--- config.mk ---
export PLATFORM = sky130hd
export DESIGN_NAME = cmks_ctrl
export DESIGN_NICKNAME = d
export VERILOG_FILES = /design/src/rtl/cmks_pkg.sv /design/src/rtl/cmks_ctrl.sv
export SDC_FILE = /design/constraint.sdc
export NUM_CORES = 1
export LEC_CHECK = 0
export BUFFER_PORTS_ARGS = -buffer_cell sky130_fd_sc_hd__buf_4
export CAP_MARGIN = 20
export CORE_AREA = 2 2 39 41
export DETAILED_ROUTE_END_ITERATION = 16
export DIE_AREA = 0 0 41 43
export PLACE_DENSITY = 0.38
export SETUP_SLACK_MARGIN = 0.3
export SYNTH_ARGS = -nofsm -noshare
export SYNTH_HDL_FRONTEND = slang
export SYNTH_SLANG_ARGS = --single-unit
--- constraint.sdc ---
create_clock -name aclk -period 1.4 [get_ports aclk]
set_clock_uncertainty 0.2 [all_clocks]
set_input_delay 0.28 -clock aclk [delete_from_list [all_inputs] [get_ports aclk]]
set_output_delay 0.28 -clock aclk [all_outputs]
set_load 0.005 [all_outputs]
--- src/rtl/cmks_pkg.sv ---
// Package with shared types and constants for the cost matrix sparsifier.
`timescale 1ns / 1ps
package cmks_pkg;
    localparam int MAX_POINTS = 64;
    localparam int IDX_W = $clog2(MAX_POINTS);
    localparam int CNT_W = IDX_W + 1;
    localparam int ADDR_W = 2 * IDX_W;
    localparam int COST_W = 31;
    localparam int CFG_W = 7;
    localparam logic CFG_SIZE = 1'b0;
    localparam logic CFG_KEEP = 1'b1;

    typedef enum logic [2:0] {
        ST_LOAD,
        ST_VREAD,
        ST_VLAT,
        ST_SCAN,
        ST_DRAIN,
        ST_DECIDE,
        ST_EMIT
    } state_t;

    typedef struct packed {
        logic load_step;
        logic v_latch;
        logic scan_issue;
        logic decide;
        logic emit;
    } cmd_t;

    typedef struct packed {
        logic load_last;
        logic m_last;
        logic j_last;
        logic out_free;
    } sts_t;
endpackage

--- src/rtl/cmks_ctrl.sv ---
// Controller state machine that sequences loading, ranking and mask output.
`timescale 1ns / 1ps
module cmks_ctrl (
    input  logic           aclk,
    input  logic           aresetn,
    input  logic           s_tvalid,
    output logic           s_tready,
    input  cmks_pkg::sts_t sts,
    output cmks_pkg::cmd_t cmd
);
    import cmks_pkg::*;

    state_t state_reg, state_next;

    always_ff @(posedge aclk) begin
        if (!aresetn) begin
            state_reg <= ST_LOAD;
        end else begin
            state_reg <= state_next;
        end
    end

    always_comb begin
        state_next = state_reg;
        cmd = '0;
        s_tready = 1'b0;
        case (state_reg)
            ST_LOAD: begin
                s_tready = 1'b1;
                cmd.load_step = s_tvalid;
                if (s_tvalid && sts.load_last) state_next = ST_VREAD;
            end
            ST_VREAD: state_next = ST_VLAT;
            ST_VLAT: begin
                cmd.v_latch = 1'b1;
                state_next = ST_SCAN;
            end
            ST_SCAN: begin
                cmd.scan_issue = 1'b1;
                if (sts.m_last) state_next = ST_DRAIN;
            end
            ST_DRAIN: state_next = ST_DECIDE;
            ST_DECIDE: begin
                cmd.decide = 1'b1;
                state_next = sts.j_last ? ST_EMIT : ST_VREAD;
            end
            ST_EMIT: begin
                if (sts.out_free) begin
                    cmd.emit = 1'b1;
                    state_next = sts.load_last ? ST_LOAD : ST_VREAD;
                end
            end
            default: state_next = ST_LOAD;
        endcase
    end
endmodule

## Word level (Yosys, flattened, before mapping)

Cells that the tools add are included.

- Bits in registers: 3
- Input port bits: 7
- Output and inout port bits: 6
- Logic and storage cells: 26

- Reduce and logical (&&, ||, !) cells: 3
- Eq/ne operators: 9
- Muxes and demuxes: 13

Operators by type and width:

| kind | number |
|---|---|
| $pmux 3 s7 | 1 |
| $mux 3 | 4 |
| $eq 3x3->1 const B | 3 |
| $mux 1 | 8 |
| $eq 3x2->1 const B | 2 |
| $ne 2x2->1 const B | 3 |
| $eq 3x1->1 const B | 1 |
| $logic_not 3->1 | 1 |
| $reduce_and 3->1 | 1 |
| $logic_and 1x1->1 | 1 |

## Longest topological paths before layout

- Depth in word-level cells: 3
- Depth in mapped cells: 4
- Gate-level depth less buffers: 3

## Worst setup path after synthesis

OpenSTA, ideal clock, no wires.

- Path type: register to output
- Start: register state_reg[2]
- End: output port cmd[4] (netlist bit)
- Setup slack: 0.017 ns
- Required time: 0.920 ns
- Stages on the path, launching flop included: 4
- Arrival: 0.903 ns
- Path through: dfxtp_1 > buf_2 > nor3_1 > and2_2

RTL lines:

| element | RTL line | text |
|---|---|---|
| start: declaration | cmks_ctrl.sv:13 | `state_t state_reg, state_next;` |
| start signal: assignment | cmks_ctrl.sv:19 | `state_reg <= state_next;` |
| end: declaration | cmks_ctrl.sv:9 | `output cmks_pkg::cmd_t cmd` |

==> impl_summary.txt <==
----------------------------------------------------
[GRT]
  Largest net degree at the start of global routing ... 7
  Overall track demand over capacity in global routing ... ~12%
  Number of global-route vias before repair ... 349
  GRT overflow ... 0
  First-pass GRT wire length ... 1373 microns
  Antenna violations before repair ... 0

[Min path]
  Origin of the worst min-delay path ... aresetn
  Hold Crit Endpoint ... state_reg[0]
  Classification of the worst-slack hold path ... in -> reg
  Hold path depth ... 2

[Final layout]
  Flip-flop count of the largest register after layout ... 3
  Share of final-layout standard cells stronger than drive strength 1 ... 69.81%
  Final standard cell utilization of the core ... a little under two fifths
  Layout Area Growth over Synthesis ... 110.9%
  Fill cell total of the finished layout ... approximately 150
  # diodes ... 0
  Count of nets after finishing ... just over 60
  Final instance area ... 530.5 sq um

[Pwr]
  Post-layout power ... 0.0006025 W
  Peak supply drop ... ~0.50 mV
  Leakage dissipation ... around 0.25 nW
  Pwr per Cell Area ... 1136 mW/mm^2

[CTS]
  Post-CTS clock slew at the launch and capture registers of the worst setup and hold paths ... around 40 ps
  Number of buffers inserted during clock tree synthesis ... 3
  Source-to-sink clock delay at the later pin of the worst-skew pair ... 230 ps
  Longest Clk Path Bufs ... 2
  TritonCTS clock tree ... yes
  H-tree depth ... 1
  Count of hold-fix buffers inserted at cts ... 0
  Library cell used as clock root buffer ... clkbuf_4
  Number of clock sinks ... 3

[Synthesis]
  Top area cells in the synthesized netlist ... dfxtp_1 24%, a21oi_1 10%, and3b_1 7.0%
  Area fraction in and, or, nand and nor cells after synthesis ... a little under a third
  Fraction of synthesized cell area in xor and xnor cells ... 0%
  Seq/Total Area, Yosys ... a little under a quarter
  Main combinational cell family by area after synthesis ... compound AO/OA/AOI/OAI gates
  Number of instances in the synthesized netlist ... 30
  Area leader, netlist ... dfxtp_1
  Number of enable flip-flop cells after synthesis ... 0
  Synth Cell Area ... 251.5 sq um
  Cell with the most instances after synthesis ... a21oi_1
  Distinct cell type count after synthesis ... 21
  Synthesized net count ... 37
  Share of flip-flops with an asynchronous set or reset ... 0%
  Most used DFF post-synth ... dfxtp_1
  Share of synthesized area spent on multiplexers ... between 3 and 4%
  Complex-gate fraction of the synthesized area ... 31.84%
  Most common library cells after synthesis ... 5 x a21oi_1, 3 x dfxtp_1, 2 x and3b_1, 2 x buf_2, 2 x nor3b_1
  Adder-cell share of the synthesized area ... 0%
  Synthesis Warnings ... 0
  Synth top area share ... 23.88%
  Number of flip-flops and latches in the synthesized netlist ... 3
  Avg Cell Area, Syn ... 8.383 sq um

[Worst setup path]
  Kind of critical path ... reg -> out
  Worst Path Buf+Inv ... 2
  Data required time of the worst path ... roughly 920 ps
  Worst setup SP type ... register
  Sequence of cells on the critical path ... buf_6, and4b_1, buf_4
  Flop-to-flop setup slack ... -10 ps
  R2r endpoint ... state_reg[1]
  Reg-to-Reg Start ... state_reg[2]
  Category of the worst setup path capture point ... output port
  Slowest cell on the critical path ... dfxtp_4
  CP Data Arrival Time ... 1040 ps
  Depth of the most critical reg-to-reg path ... 3
  Largest fanout on the critical path ... 6
  Largest stage delay, worst path ... around 380 ps
  Top delay family on crit path ... flip-flops

[Placed design]
  Final weighted congestion in routability-driven placement ... just under 0.8
  Dpl hpwl ... 558.4 microns
  Setup slack at placement ... -65.11 ps
  Buffers added on ports ... 12
  Post-DP Area ... 392.9 sq um

[Timing]
  Smallest setup slack after layout ... -115.2 ps
  Setup violations, final ... 7
  Share of the clock period used by the worst path ... 108.2%
  Slew at the pin closest to its max-slew limit ... 278.7 ps
  Unrepaired setup endpoints after global routing ... true
  Final Hold Vio Count ... 0
  Shortest clock period the worst path allows after layout ... around 1500 ps
  Worst rel slew slack ... a little over 80%
  Max Clock Freq ... 0.6600 GHz
  Final-report max-slew violation count ... 0
  Fin Hold WS ... 106.5 ps

[Floorplanning]
  IO Count ... 13
  Chip Height ... 43 microns
  Die width ... 41 microns
  Full die area ... between 0.0015 and 0.002 sq mm
  Effective utilization at floorplan ... 18.17%
  Placement row count ... 14
  Core Region ... 0.001384 sq mm

[Detailed routing]
  Final routed wirelength across all metal layers ... 847 microns
  Wire per inst ... 12.28 microns
  DR vias ... 320
  Number of remaining DRC errors ... 0
  Starting DRC count in detailed routing ... 2
  Detailed-routing iteration count for the pre-antenna-repair pass ... 2
  Antenna Violating Nets Remaining ... 0
  Routed via count divided by cell count ... 4.638

[Job]
  Maxcap violations ... 0

[Status]
  Violated checks ... negative setup slack
  Status ... finished with violations

----------------------------------------------------
==> worst max-delay path by stage <==
stage	startpoint	end	slack, ps	cells after the start
global placement	s_tvalid	state_reg[1]	-20	4
detailed placement	s_tvalid	state_reg[1]	-70	4
CTS	state_reg[1]	cmd[4]	-110	3
floorplan	state_reg[2]	state_reg[1]	110	3
global route	state_reg[1]	cmd[4]	-170	3
finish	state_reg[2]	cmd[0]	-120	3
==> routing by layer <==
metal / wire, microns / GRT usage, %
met5: 0 / 0
met4: 39 / 12.00
met3: 34 / 1.571
met2: 419 / 18.13
met1: 353 / 13.06
==> stage by stage <==
stage,std cells,TNS [ps]
after floorplan,30,0
after global placement,60,-31.19
after detailed placement,60,-94.54
after CTS,69,-654.3
after global routing,69,-914.3
final,69,-556.2
==> layout make-up <==
| cell class | count | area (sq um) | share of cell area [%] |
|---|---|---|---|
| timing repair buffer | 22 | 195.2 | 36.79 |
| sequential | 3 | 71.32 | 13.44 |
| clock buffer | 4 | 26.28 | 4.953 |
| inverter | 1 | 3.754 | 0.7075 |
| multi-input combinational | 23 | 214.0 | 40.33 |
| tap | 16 | 20.02 | 3.774 |
==> power by group <==
part | switching, W | total [W] | internal, W
Clock | 0.0000457 | 0.000153 | 0.000107
Sequential | 0.0000315 | 0.000136 | 0.000104
Combinational | 0.000111 | 0.000314 | 0.000203
Total | 0.000188 | 0.000603 | 0.000415
==> timing repair <==
item,4_1_cts,5_1_grt
gates resized for setup,19,3
setup endpoints to repair,9,9
buffers inserted,5,0
pin swaps,7,4
==> placed cells by master, fill, tap and decap left out, drive strengths merged <==
cell type | Yosys | routed
a2111oi | 1 | 1
a211o | 1 | 1
a21boi | 1 | 1
a21o | 1 | 1
a21oi | 5 | 5
and2 | 1 | 1
and3b | 2 | 2
and4b | 1 | 1
buf | 3 | 22
clkbuf | 0 | 4
dfxtp | 3 | 3
inv | 1 | 1
mux2i | 1 | 1
nand2 | 1 | 1
nand3b | 1 | 1
nor2b | 1 | 1
nor3 | 1 | 1
nor3b | 2 | 2
o21ai | 1 | 1
o311a | 1 | 1
or2b | 1 | 1
==> cells by family after synthesis <==
family | after synthesis
compound gates | 11
flops | 3
simple gates | 11
buf+inv | 4
mux | 1
No activity file was read; power rests on OpenSTA's default activity.
